**src/rtl/cal_pkg.sv**
```systemverilog
// package: types, constants and sizes shared by the array list block
package cal_pkg;

    localparam int MAX_ENTRIES = 16;
    localparam int ADDR_W      = $clog2(MAX_ENTRIES);
    localparam int CNT_W       = $clog2(MAX_ENTRIES + 1);
    localparam int WORD_W      = 32;
    localparam int CAP_W       = 5;

    typedef logic [ADDR_W-1:0]        addr_t;
    typedef logic [CNT_W-1:0]         cnt_t;
    typedef logic signed [WORD_W-1:0] word_t;
    typedef logic [CAP_W-1:0]         cap_t;

    typedef enum logic [1:0] {
        MODE_APPEND = 2'd0,
        MODE_EDIT   = 2'd1,
        MODE_DELETE = 2'd2,
        MODE_DUMP   = 2'd3
    } mode_t;

    typedef enum logic [1:0] {
        ST_OK     = 2'd0,
        ST_FULL   = 2'd1,
        ST_BADIDX = 2'd2,
        ST_EMPTY  = 2'd3
    } status_t;

    typedef struct packed {
        status_t status;
        word_t   entry_value;
        addr_t   entry_position;
        cnt_t    entry_count;
        logic    last;
    } res_t;

endpackage

```
**src/rtl/cal_in_if.sv**
```systemverilog
// interface: operation request channel
interface cal_in_if;
    import cal_pkg::*;

    logic  valid;
    logic  ready;
    mode_t mode;
    addr_t index;
    word_t value;

    modport source (output valid, output mode, output index, output value, input ready);
    modport sink (input valid, input mode, input index, input value, output ready);
endinterface

```
**src/rtl/cal_out_if.sv**
```systemverilog
// interface: result channel
interface cal_out_if;
    import cal_pkg::*;

    logic    valid;
    logic    ready;
    status_t status;
    word_t   entry_value;
    addr_t   entry_position;
    cnt_t    entry_count;
    logic    last;

    modport source (output valid, output status, output entry_value, output entry_position,
                    output entry_count, output last, input ready);
    modport sink (input valid, input status, input entry_value, input entry_position,
                  input entry_count, input last, output ready);
endinterface

```
**src/rtl/cal_ram.sv**
```systemverilog
// generic simple dual-port ram with registered read
module cal_ram #(
    parameter int WIDTH = 32,
    parameter int DEPTH = 16
) (
    input  logic                     clk,
    input  logic                     we,
    input  logic [$clog2(DEPTH)-1:0] waddr,
    input  logic [WIDTH-1:0]         wdata,
    input  logic                     re,
    input  logic [$clog2(DEPTH)-1:0] raddr,
    output logic [WIDTH-1:0]         rdata
);
    logic [WIDTH-1:0] mem_reg [DEPTH];
    logic [WIDTH-1:0] rdata_reg;

    always_ff @(posedge clk)
    begin
        if (we)
        begin
            mem_reg[waddr] <= wdata;
        end
        if (re)
        begin
            rdata_reg <= mem_reg[raddr];
        end
    end

    assign rdata = rdata_reg;
endmodule

```
**src/rtl/cal_ctrl.sv**
```systemverilog
// sequencer: operation decode, entry count, delete shift and dump walk over the entry ram
module cal_ctrl (
    input  logic          clk,
    input  logic          rst_n,
    cal_in_if.sink        in_ch,
    input  cal_pkg::cap_t capacity,
    input  logic          out_free,
    output logic          res_load,
    output cal_pkg::res_t res
);
    import cal_pkg::*;

    typedef enum logic [2:0] {
        S_IDLE = 3'b001,
        S_DEL  = 3'b010,
        S_DUMP = 3'b100
    } state_t;

    state_t state_reg, state_next;
    cnt_t   count_reg, count_next;
    addr_t  ptr_reg, ptr_next;

    logic  ram_we, ram_re;
    addr_t ram_waddr, ram_raddr;
    word_t ram_wdata, ram_rdata;

    cnt_t eff_cap;
    cnt_t idx_ext;
    cnt_t ptr_ext;
    logic accept;

    cal_ram #(
        .WIDTH(WORD_W),
        .DEPTH(MAX_ENTRIES)
    ) u_ram (
        .clk  (clk),
        .we   (ram_we),
        .waddr(ram_waddr),
        .wdata(ram_wdata),
        .re   (ram_re),
        .raddr(ram_raddr),
        .rdata(ram_rdata)
    );

    assign eff_cap = (CNT_W'(capacity) > CNT_W'(MAX_ENTRIES)) ? CNT_W'(MAX_ENTRIES)
                                                            : CNT_W'(capacity);
    assign idx_ext = CNT_W'(in_ch.index);
    assign ptr_ext = CNT_W'(ptr_reg);
    assign in_ch.ready = (state_reg == S_IDLE) && out_free;
    assign accept = in_ch.valid && in_ch.ready;

    always_comb
    begin
        state_next = state_reg;
        count_next = count_reg;
        ptr_next   = ptr_reg;
        ram_we     = 1'b0;
        ram_waddr  = in_ch.index;
        ram_wdata  = in_ch.value;
        ram_re     = 1'b0;
        ram_raddr  = '0;
        res_load   = 1'b0;
        res.status         = ST_OK;
        res.entry_value    = '0;
        res.entry_position = '0;
        res.entry_count    = count_reg;
        res.last           = 1'b1;

        case (state_reg)
            S_IDLE:
            begin
                if (accept)
                begin
                    case (in_ch.mode)
                        MODE_APPEND:
                        begin
                            res_load = 1'b1;
                            if (count_reg >= eff_cap || count_reg >= CNT_W'(MAX_ENTRIES))
                            begin
                                res.status = ST_FULL;
                            end
                            else
                            begin
                                ram_we          = 1'b1;
                                ram_waddr       = count_reg[ADDR_W-1:0];
                                count_next      = count_reg + 1'b1;
                                res.entry_count = count_reg + 1'b1;
                            end
                        end
                        MODE_EDIT:
                        begin
                            res_load = 1'b1;
                            if (idx_ext >= count_reg)
                            begin
                                res.status = ST_BADIDX;
                            end
                            else
                            begin
                                ram_we = 1'b1;
                            end
                        end
                        MODE_DELETE:
                        begin
                            if (count_reg == '0)
                            begin
                                res_load   = 1'b1;
                                res.status = ST_EMPTY;
                            end
                            else if (idx_ext >= count_reg)
                            begin
                                res_load   = 1'b1;
                                res.status = ST_BADIDX;
                            end
                            else if (idx_ext + 1'b1 < count_reg)
                            begin
                                ram_re     = 1'b1;
                                ram_raddr  = in_ch.index + 1'b1;
                                ptr_next   = in_ch.index + 1'b1;
                                state_next = S_DEL;
                            end
                            else
                            begin
                                res_load        = 1'b1;
                                count_next      = count_reg - 1'b1;
                                res.entry_count = count_reg - 1'b1;
                            end
                        end
                        MODE_DUMP:
                        begin
                            if (count_reg == '0)
                            begin
                                res_load   = 1'b1;
                                res.status = ST_EMPTY;
                            end
                            else
                            begin
                                ram_re     = 1'b1;
                                ram_raddr  = '0;
                                ptr_next   = '0;
                                state_next = S_DUMP;
                            end
                        end
                        default:
                        begin
                            res_load = 1'b0;
                        end
                    endcase
                end
            end
            S_DEL:
            begin
                ram_we    = 1'b1;
                ram_waddr = ptr_reg - 1'b1;
                ram_wdata = ram_rdata;
                if (ptr_ext + 1'b1 < count_reg)
                begin
                    ram_re    = 1'b1;
                    ram_raddr = ptr_reg + 1'b1;
                    ptr_next  = ptr_reg + 1'b1;
                end
                else
                begin
                    res_load        = 1'b1;
                    count_next      = count_reg - 1'b1;
                    res.entry_count = count_reg - 1'b1;
                    state_next      = S_IDLE;
                end
            end
            S_DUMP:
            begin
                res.entry_value    = ram_rdata;
                res.entry_position = ptr_reg;
                res.last           = (ptr_ext + 1'b1 == count_reg);
                if (out_free)
                begin
                    res_load = 1'b1;
                    if (res.last)
                    begin
                        state_next = S_IDLE;
                    end
                    else
                    begin
                        ram_re    = 1'b1;
                        ram_raddr = ptr_reg + 1'b1;
                        ptr_next  = ptr_reg + 1'b1;
                    end
                end
            end
            default:
            begin
                state_next = S_IDLE;
            end
        endcase
    end

    always_ff @(posedge clk or negedge rst_n)
    begin
        if (!rst_n)
        begin
            state_reg <= S_IDLE;
            count_reg <= '0;
            ptr_reg   <= '0;
        end
        else
        begin
            state_reg <= state_next;
            count_reg <= count_next;
            ptr_reg   <= ptr_next;
        end
    end
endmodule

```
**src/rtl/compacting_array_list.sv**
```systemverilog
// top level: fixed-capacity array list with capacity register and output register
//
// Keeps up to 16 signed 32-bit words in a single dual-port ram and takes one
// operation per transfer on in_ch. Append, edit, every failed operation, a
// delete of the last entry and a dump of an empty list give one result from
// idle. Delete at index i of n entries moves each later entry down through
// the ram, one read and one write per cycle. Dump of n entries emits one
// result per cycle while out_ch takes them, with last on the final one. The
// ram's registered read and single read port set this pace. A result waits
// in the output register; while out_ch holds it back, in_ch takes no new
// transfer and a dump does not advance. The capacity register resets to 16.
// The user writes it with cfg_wr_en only while the block is idle (unchecked).
module compacting_array_list (
    input  logic          clk,
    input  logic          rst_n,
    cal_in_if.sink        in_ch,
    cal_out_if.source     out_ch,
    input  logic          cfg_wr_en,
    input  cal_pkg::cap_t cfg_wr_data
);
    import cal_pkg::*;

    cap_t capacity_reg;
    logic out_valid_reg;
    res_t out_res_reg;
    logic out_free;
    logic res_load;
    res_t res;

    assign out_free = !out_valid_reg || out_ch.ready;

    cal_ctrl u_ctrl (
        .clk     (clk),
        .rst_n   (rst_n),
        .in_ch   (in_ch),
        .capacity(capacity_reg),
        .out_free(out_free),
        .res_load(res_load),
        .res     (res)
    );

    always_ff @(posedge clk or negedge rst_n)
    begin
        if (!rst_n)
        begin
            capacity_reg  <= CAP_W'(MAX_ENTRIES);
            out_valid_reg <= 1'b0;
        end
        else
        begin
            if (cfg_wr_en)
            begin
                capacity_reg <= cfg_wr_data;
            end
            if (res_load)
            begin
                out_valid_reg <= 1'b1;
            end
            else if (out_ch.ready)
            begin
                out_valid_reg <= 1'b0;
            end
        end
    end

    always_ff @(posedge clk)
    begin
        if (res_load)
        begin
            out_res_reg <= res;
        end
    end

    assign out_ch.valid          = out_valid_reg;
    assign out_ch.status         = out_res_reg.status;
    assign out_ch.entry_value    = out_res_reg.entry_value;
    assign out_ch.entry_position = out_res_reg.entry_position;
    assign out_ch.entry_count    = out_res_reg.entry_count;
    assign out_ch.last           = out_res_reg.last;
endmodule

```
**src/flat_wrapper.sv**
```systemverilog
// flat-port wrapper written by rule: the top's interface ports become plain ports
module compacting_array_list_flat import cal_pkg::*;
  (clk, rst_n, cfg_wr_en, cfg_wr_data, in_ch_valid, in_ch_mode, in_ch_index, in_ch_value, in_ch_ready, out_ch_valid, out_ch_status, out_ch_entry_value, out_ch_entry_position, out_ch_entry_count, out_ch_last, out_ch_ready);
  cal_in_if in_ch_i ();
  cal_out_if out_ch_i ();
  input  logic clk;
  input  logic rst_n;
  input  logic cfg_wr_en;
  input  cal_pkg::cap_t cfg_wr_data;
  input wire logic [$bits(in_ch_i.valid)-1:0] in_ch_valid;
  input wire logic [$bits(in_ch_i.mode)-1:0] in_ch_mode;
  input wire logic [$bits(in_ch_i.index)-1:0] in_ch_index;
  input wire logic [$bits(in_ch_i.value)-1:0] in_ch_value;
  output wire logic [$bits(in_ch_i.ready)-1:0] in_ch_ready;
  output wire logic [$bits(out_ch_i.valid)-1:0] out_ch_valid;
  output wire logic [$bits(out_ch_i.status)-1:0] out_ch_status;
  output wire logic [$bits(out_ch_i.entry_value)-1:0] out_ch_entry_value;
  output wire logic [$bits(out_ch_i.entry_position)-1:0] out_ch_entry_position;
  output wire logic [$bits(out_ch_i.entry_count)-1:0] out_ch_entry_count;
  output wire logic [$bits(out_ch_i.last)-1:0] out_ch_last;
  input wire logic [$bits(out_ch_i.ready)-1:0] out_ch_ready;
  assign in_ch_i.valid = in_ch_valid;
  assign in_ch_i.mode = in_ch_mode;
  assign in_ch_i.index = in_ch_index;
  assign in_ch_i.value = in_ch_value;
  assign in_ch_ready = in_ch_i.ready;
  assign out_ch_valid = out_ch_i.valid;
  assign out_ch_status = out_ch_i.status;
  assign out_ch_entry_value = out_ch_i.entry_value;
  assign out_ch_entry_position = out_ch_i.entry_position;
  assign out_ch_entry_count = out_ch_i.entry_count;
  assign out_ch_last = out_ch_i.last;
  assign out_ch_i.ready = out_ch_ready;
  compacting_array_list u_core (.clk(clk), .rst_n(rst_n), .in_ch(in_ch_i), .out_ch(out_ch_i), .cfg_wr_en(cfg_wr_en), .cfg_wr_data(cfg_wr_data));
endmodule
```
**config.mk**
```make
export PLATFORM = sky130hd
export DESIGN_NAME = compacting_array_list_flat
export DESIGN_NICKNAME = d
export VERILOG_FILES = /design/src/rtl/cal_pkg.sv /design/src/rtl/cal_in_if.sv /design/src/rtl/cal_out_if.sv /design/src/rtl/cal_ram.sv /design/src/rtl/cal_ctrl.sv /design/src/rtl/compacting_array_list.sv /design/src/flat_wrapper.sv
export SDC_FILE = /design/constraint.sdc
export NUM_CORES = 1
export LEC_CHECK = 0
export ABC_CLOCK_PERIOD_IN_PS = 5950
export BUFFER_PORTS_ARGS = -buffer_cell sky130_fd_sc_hd__buf_2
export CAP_MARGIN = 20
export CORE_MARGIN = 2
export CORE_UTILIZATION = 45
export CTS_CLUSTER_DIAMETER = 200
export CTS_CLUSTER_SIZE = 12
export DETAILED_ROUTE_END_ITERATION = 8
export REMOVE_ABC_BUFFERS = 1
export SLEW_MARGIN = 20
export SYNTH_ARGS = -nofsm -noshare
export SYNTH_HDL_FRONTEND = slang
export SYNTH_HIERARCHICAL = 1
export SYNTH_SLANG_ARGS = --single-unit
```
**constraint.sdc**
```tcl
create_clock -name clk -period 5.95 [get_ports clk]
set_input_delay 0.595 -clock clk [delete_from_list [all_inputs] [get_ports clk]]
set_output_delay 0.595 -clock clk [all_outputs]
set_load 0.05 [all_outputs]
```
==> results of run 1 <==
cells in the final DEF (no fill, tap or decap), drive strengths merged, types with 3 or more instances in the layout:
cell    netlist  routed
a211oi        3       3
a21oi        14      14
a221o         5       5
a22oi        64      64
a31oi         3       3
and2         41      41
and3          8       8
buf          27     132
clkbuf       33      81
dfrtp        16      16
edfxtp      588     588
ha           24      24
inv          19      21
mux2          7       7
mux4        128     128
nand2       147     147
nand2b        7       7
nand3        13      13
nand3b        3       3
nor2         28      28
nor2b         7       7
nor3          9       9
nor3b         4       4
o21ai        15      15
o22ai         5       5
or3b          3       3
xnor2         4       4
xor2          3       3
worst paths after layout:
path | startpoint | end | slack (ns) | cells past startpoint
worst max-delay path | u_core/u_ctrl/ptr_reg[0] | u_core/u_ctrl/u_ram/rdata[14] | 1.32 | 14
worst min-delay path | cfg_wr_data[2] | u_core/capacity_reg[2] | 0.22 | 2
worst max register to register | u_core/u_ctrl/ptr_reg[0] | u_core/u_ctrl/u_ram/rdata[14] | 1.32 | 14
worst min register to register | u_core/capacity_reg[0] | u_core/capacity_reg[0] | 0.52 | 1
max in group asynchronous | rst_n | u_core/u_ctrl/state_reg[0] | 5.15 | 2
min in group asynchronous | rst_n | u_core/out_ch.valid | 0.46 | 2
timing repair:
item	in CTS	in global routing
hold buffers	1	0
setup buffers	0	0
endpoints found under the hold margin	16	0
cell type report:
cell class	count	area, um^2	area share
Clock inverter	3	26.3	0.000963
Tap cell	688	861	0.0316
Clock buffer	81	1520	0.0556
Inverter	19	71.3	0.00261
Antenna cell	1	2.50	0.0000917
Multi-Input combinational cell	574	5800	0.213
Timing Repair Buffer	133	893	0.0327
Sequential cell	606	18100	0.664
per-layer routing:
layer	vias up	wire (um)	GRT usage
met5	-	0	0
li1	5318	-	-
met4	0	1040	0.0519
met3	69	3180	0.0321
met2	394	27100	0.333
met1	6514	24200	0.289
logic make-up after synthesis:
family	after synthesis	share of synthesized area
xor+xnor	7	0.00255
flops	606	0.752
simple gates	280	0.0563
mux	137	0.124
buf+inv	79	0.0142
compound gates	126	0.0386
fa+ha+maj	24	0.0125
power by group through the flow:
stage	clock (mW)	combinational (mW)	sequential [mW]
3_3_place_gp	0	1.57	5.21
6_report	3.20	1.58	5.13
3_5_place_dp	0	1.59	5.21
4_1_cts	3.28	1.60	5.13
5_1_grt	3.43	1.72	5.15
2_1_floorplan	0	0.971	5.41
cell usage after synthesis, drive strengths merged (7+ instances only):
library cell	count	area share
nand3	13	0.0032
edfxtp	588	0.73
and3	8	0.0021
o21ai	15	0.0034
mux4	128	0.12
dfrtp	16	0.017
nor2b	7	0.0018
nor3	9	0.0019
and2	41	0.011
buf	27	0.0061
nor2	28	0.0050
a21oi	14	0.0029
a22oi	64	0.020
inv	19	0.0030
clkbuf	33	0.0051
ha	24	0.012
mux2	7	0.0033
nand2b	7	0.0018
nand2	147	0.023
worst reg2reg max path, stage by stage, from the launching register on:
cell and delay [ns]:
sky130_fd_sc_hd__dfrtp_1 0.51, sky130_fd_sc_hd__ha_1 0.28, sky130_fd_sc_hd__xnor2_1 0.31, sky130_fd_sc_hd__inv_1 0.08, sky130_fd_sc_hd__ha_1 0.28, sky130_fd_sc_hd__and3_1 0.16, sky130_fd_sc_hd__o21ai_0 0.13, sky130_fd_sc_hd__nand4_1 0.30
sky130_fd_sc_hd__and2_1 0.37, sky130_fd_sc_hd__o22ai_4 0.27, sky130_fd_sc_hd__buf_12 0.32, sky130_fd_sc_hd__buf_4 0.47, sky130_fd_sc_hd__mux4_2 0.55, sky130_fd_sc_hd__a22oi_1 0.23, sky130_fd_sc_hd__nand2_1 0.08
==> qor.yml, run 1 <==
n_fill_cell: 4205
internal_power_mw: 7.24
post_detailed_route_drc_marker_count: 0
critical_path_class: "reg -> reg"
cts_max_path_buffers: 3
ys_async_sr_fraction: 0.0297
cts_sinks: 606
timing.final.crit_period_ns: 4.63
synth-edff-count: 588
antenna_found_initial: 0
tightestPinTransition_ns: 0.844
cts_resized: 0
detail_route.iter0.violations: 1319
cts-buffers-inserted: 56
drt_wl_total_um: 55600
max-cap-violations: 0
post_synth.cell_area_avg_um2: 19.1
max_stage_delay_ns: 0.55
gp_routability_congestion: 0.850
count_of_standard_cell_rows: 84
core_area_um2: 52800
cp_data_required_time_ns: 6.29
ant_nets: 0
timing_max_transition_violations_final: 0
finalSetupViolations: 0
timing.max_slew.rel_slack: 0.435
power.net_switching_mw: 2.67
postLayoutCellArea_um2: 27300
critical_path.n_buffers_inverters: 3
clkLatencyLatePin_ns: 0.61
swShare: 0.270
timing.critical_path.max_delay_family: "simple AND/OR/NAND/NOR gates"
post-place-ws_ns: 0.959
power.share.sequential: 0.517
grt_max_degree: 42
placement.cell_area_um2: 25700
largest_register_ffs: 512
grt_overflow: 0
gr-usage-all-layers: 0.204
ioPinCount: 94
worstSetupStartpointType: "flop"
ys_seq_elements: 606
crit_arrival_ns: 4.96
die_h_um: 235
timing.hold.worst.class: "in -> reg"
clock_tree_from_tritoncts: "done"
yosys_warnings: 6
path_cells: "ha_1, xnor2_1, inv_1, ha_1, and3_1, o21ai_0, nand4_1, and2_1, o22ai_4, buf_12, buf_4, mux4_2, a22oi_1, nand2_1"
buffer_ports.inserted: 93
seq_area_frac_synth: 0.752
max_freq_mhz: 216
holdWs_ns: 0.220
initial_core_util: 0.456
setup.worst_path.end_class: "flop"
critical_path.max_fanout: 34
crit_top_cell: "sky130_fd_sc_hd__ha_1"
synthesis.instances: 1259
area.growth.synth_to_final_pct: 13.3
clkSlewWorstSetupHoldPaths_ns: 0.06
vias_after_detailed_routing: 12300
layout-drive-gt1-share: 0.259
postSynth.topFlopCell: "sky130_fd_sc_hd__edfxtp_1"
dieWidth_um: 235
hpwl_um: 29900
pre_repair_dr_iteration_count: 5
design_power_total_mw: 9.91
cts-htree-levels: 2
finish.net_count: 1462
power_density_nw_per_um2: 363
clock-root-buffer: "sky130_fd_sc_hd__clkbuf_16"
rsz0062_at_grt: "no"
cp_slowest_cell: "sky130_fd_sc_hd__mux4_2"
final.period_utilization: 0.777
final_core_util: 0.517
cell_area_after_synthesis_um2: 24100
run_status: "completed"
design.die.area_um2: 55400
combPwrFrac: 0.160
fin_ws_ns: 1.32
post_drt_via_cell_ratio: 5.84
power_frac_clock: 0.323
placedCellCount: 2019
number_of_global_route_vias_before_repair: 12500
p_leak_nw: 8.86
yosys.cell_types.count: 65
wl_per_cell_um: 26.4
final.setup_skew_ns: 0.0322
ir_drop_mv: 0.220
non_filler_cells_in_the_finished_layout: 2105
grt_first_pass_wirelength_um: 82800
fin_tns_setup_ns: 0
timing_hold_violations_final: 0
No activity file was read; power rests on OpenSTA's default activity.
==> run 2, diff against run 1 <==
--- a/config.mk
+++ b/config.mk
@@ -5,7 +5,7 @@
 export SDC_FILE = /design/constraint.sdc
 export NUM_CORES = 1
 export LEC_CHECK = 0
-export ABC_CLOCK_PERIOD_IN_PS = 5950
+export ABC_CLOCK_PERIOD_IN_PS = 4200
 export BUFFER_PORTS_ARGS = -buffer_cell sky130_fd_sc_hd__buf_2
 export CAP_MARGIN = 20
 export CORE_MARGIN = 2
==> constraint.sdc (replaced) <==
create_clock -name clk -period 4.2 [get_ports clk]
set_input_delay 0.42 -clock clk [delete_from_list [all_inputs] [get_ports clk]]
set_output_delay 0.42 -clock clk [all_outputs]
set_load 0.05 [all_outputs]
==> qor.yml, run 2 (same netlist as run 1, synthesis figures left out) <==
run_status: "completed"
crit_arrival_ns: 4.18  # -0.78 ns
n_fill_cell: 4145  # -1.4%
non_filler_cells_in_the_finished_layout: 2147  # +2.0%
gr-usage-all-layers: 0.208  # +0.00397
grt_first_pass_wirelength_um: 84100  # +1.5%
count_of_standard_cell_rows: 84  # unchanged
hold_start: "cfg_wr_data[0]"
worstSetupStartpointType: "flop"
grt_overflow: 0  # unchanged
ant_nets: 0  # unchanged
tightestPinTransition_ns: 0.738  # -0.106 ns
max_freq_mhz: 261  # +21%
timing_max_transition_violations_final: 0  # unchanged
grt_use_met1: 0.295  # +0.00557
layout-drive-gt1-share: 0.281  # +0.0218
worstReg2RegEnd: "u_core/u_ctrl/u_ram/rdata[18]"
core_area_um2: 52800  # unchanged
clkLatencyLatePin_ns: 0.62  # about the same
max-cap-violations: 0  # unchanged
design_power_total_mw: 14.2  # +43%
p_leak_nw: 9.14  # +3.2%
final.period_utilization: 0.911  # +0.133
fin_tns_setup_ns: 0  # unchanged
cp_data_required_time_ns: 4.55  # -1.74 ns
cts_resized: 0  # unchanged
design.die.area_um2: 55400  # unchanged
detail_route.iter0.violations: 1260  # -4.5%
fraction_of_met2_tracks_used_by_global_routing: 0.339  # +0.00566
initial_core_util: 0.456  # unchanged
cts-buffers-inserted: 56  # unchanged
wl_per_cell_um: 26.4  # +0.16%
cts_sinks: 606  # unchanged
cts_max_path_buffers: 3  # unchanged
buffer_ports.inserted: 93  # unchanged
post_detailed_route_drc_marker_count: 0  # unchanged
critical_path.reg2reg.startpoint: "u_core/u_ctrl/ptr_reg[2]"
clock-root-buffer: "sky130_fd_sc_hd__clkbuf_16"
drt_wl_total_um: 56800  # +2.2%
timing.max_slew.rel_slack: 0.508  # +0.0725
area.growth.synth_to_final_pct: 15.8
hpwl_um: 32100  # +7.5%
postCtsSetupRepairBufs: 0  # unchanged
ff2ff_setup_slack_ns: 0.38  # -0.95 ns
ir_drop_mv: 0.296  # +35%
critical_path.max_fanout: 27  # -21%
timing_hold_violations_final: 0  # unchanged
timing.final.crit_period_ns: 3.82  # -0.801 ns
die_h_um: 235  # unchanged
largest_register_ffs: 512  # unchanged
area_taken_by_flip_flops_and_latches_um2: 18100  # unchanged
power_density_nw_per_um2: 509  # +40%
cts-htree-levels: 2  # unchanged
clock_tree_from_tritoncts: "done"
rsz0062_at_grt: "no"
critical_path_class: "reg -> reg"
global_route.usage.met3: 0.0250  # -0.00715
area_taken_by_multi_input_logic_gates_um2: 5800  # unchanged
finalSetupViolations: 0  # unchanged
hold_path_depth: 2  # unchanged
grt_most_used_layer: "met2"
vias_after_detailed_routing: 12500  # +1.9%
clkSlewWorstSetupHoldPaths_ns: 0.06  # about the same
finish.net_count: 1505  # +2.9%
timing.hold.worst.class: "in -> reg"
antenna_found_initial: 1  # +1
rr_worst_depth: 14  # unchanged
dieWidth_um: 235  # unchanged
gp_routability_congestion: 0.873  # +2.7%
final_common_cell: "sky130_fd_sc_hd__edfxtp_1"
grt_max_degree: 42  # unchanged
ioPinCount: 94  # unchanged
holdPathEnd: "u_core/capacity_reg[0]"
holdWs_ns: 0.0404  # -0.180 ns
pre_repair_dr_iteration_count: 5  # unchanged
final_cell_mix: "sky130_fd_sc_hd__edfxtp_1 (588), sky130_fd_sc_hd__nand2_1 (146), sky130_fd_sc_hd__mux4_2 (128)"
number_of_global_route_vias_before_repair: 12700  # +1.8%
placedCellCount: 2062  # +2.1%
final.setup_skew_ns: 0.0252  # -0.00695 ns
setup.worst_path.end_class: "flop"
num_antenna_cells: 0  # -1
timing.critical_path.from: "u_core/u_ctrl/ptr_reg[2]"
post_drt_via_cell_ratio: 5.84  # about the same
==> run 2: cell count changes in the layout (fill, tap and decap cells not counted), sizes merged <==
cell,change
buf,+43
diode,-1
==> run 2: where the power goes <==
part           switching, mW  leakage [nW]  internal, mW  total, mW
clock                   2.07         0.744          2.47       4.54
sequential             0.140          5.54          7.06       7.20
combinational           1.62          2.86         0.838       2.46
total                   3.83          9.14          10.4       14.2
==> run 2: layout make-up <==
type                            instances  share of cell area
Clock buffer                           81              0.0544
Clock inverter                          3            0.000943
Inverter                               19             0.00256
Multi-Input combinational cell        574               0.208
Sequential cell                       606               0.650
Tap cell                              688              0.0309
Timing Repair Buffer                  176              0.0535
==> run 2: metal layers <==
layer,vias up,share of wire
li1,5404,-
met1,6585,0.43
met2,452,0.48
met3,93,0.057
met4,0,0.027
met5,-,0
==> run 2: through the flow <==
| step | setup WS, ns | cell area (um^2) | utilization |
|---|---|---|---|
| after floorplan | -10.27 | 23800 | - |
| after global placement | 0.150 | 26300 | 0.499 |
| after detailed placement | 0.0783 | 26300 | 0.499 |
| after CTS | 0.361 | 27900 | 0.528 |
| after global routing | 0.121 | 27900 | 0.528 |
| final | 0.375 | 27900 | 0.528 |
==> run 2: what timing repair did <==
item	in CTS	in global routing
setup endpoints to repair	0	0
endpoints found under the hold margin	16	0
hold buffers	1	0
==> run 2: worst max path at each step <==
stage	slack (ns)	end
4_1_cts	0.36	u_core/u_ctrl/u_ram/rdata[18]
6_report	0.38	u_core/u_ctrl/u_ram/rdata[18]
5_1_grt	0.12	u_core/u_ctrl/u_ram/rdata[19]
2_1_floorplan	-10.27	u_core/u_ctrl/u_ram/rdata[0]
3_5_place_dp	0.08	u_core/u_ctrl/u_ram/rdata[18]
3_3_place_gp	0.15	u_core/u_ctrl/u_ram/rdata[26]
==> run 2: critical path: stages (launching register included) <==
cell,delay (ns)
sky130_fd_sc_hd__dfrtp_1,0.48
sky130_fd_sc_hd__nand3_1,0.13
sky130_fd_sc_hd__xor2_1,0.28
sky130_fd_sc_hd__inv_1,0.08
sky130_fd_sc_hd__ha_1,0.29
sky130_fd_sc_hd__and3_1,0.18
sky130_fd_sc_hd__o21ai_0,0.13
sky130_fd_sc_hd__nand4_1,0.16
sky130_fd_sc_hd__and2_1,0.22
sky130_fd_sc_hd__o22ai_4,0.20
sky130_fd_sc_hd__buf_12,0.29
sky130_fd_sc_hd__buf_12,0.25
sky130_fd_sc_hd__mux4_2,0.52
sky130_fd_sc_hd__a22oi_1,0.24
sky130_fd_sc_hd__nand2_1,0.08
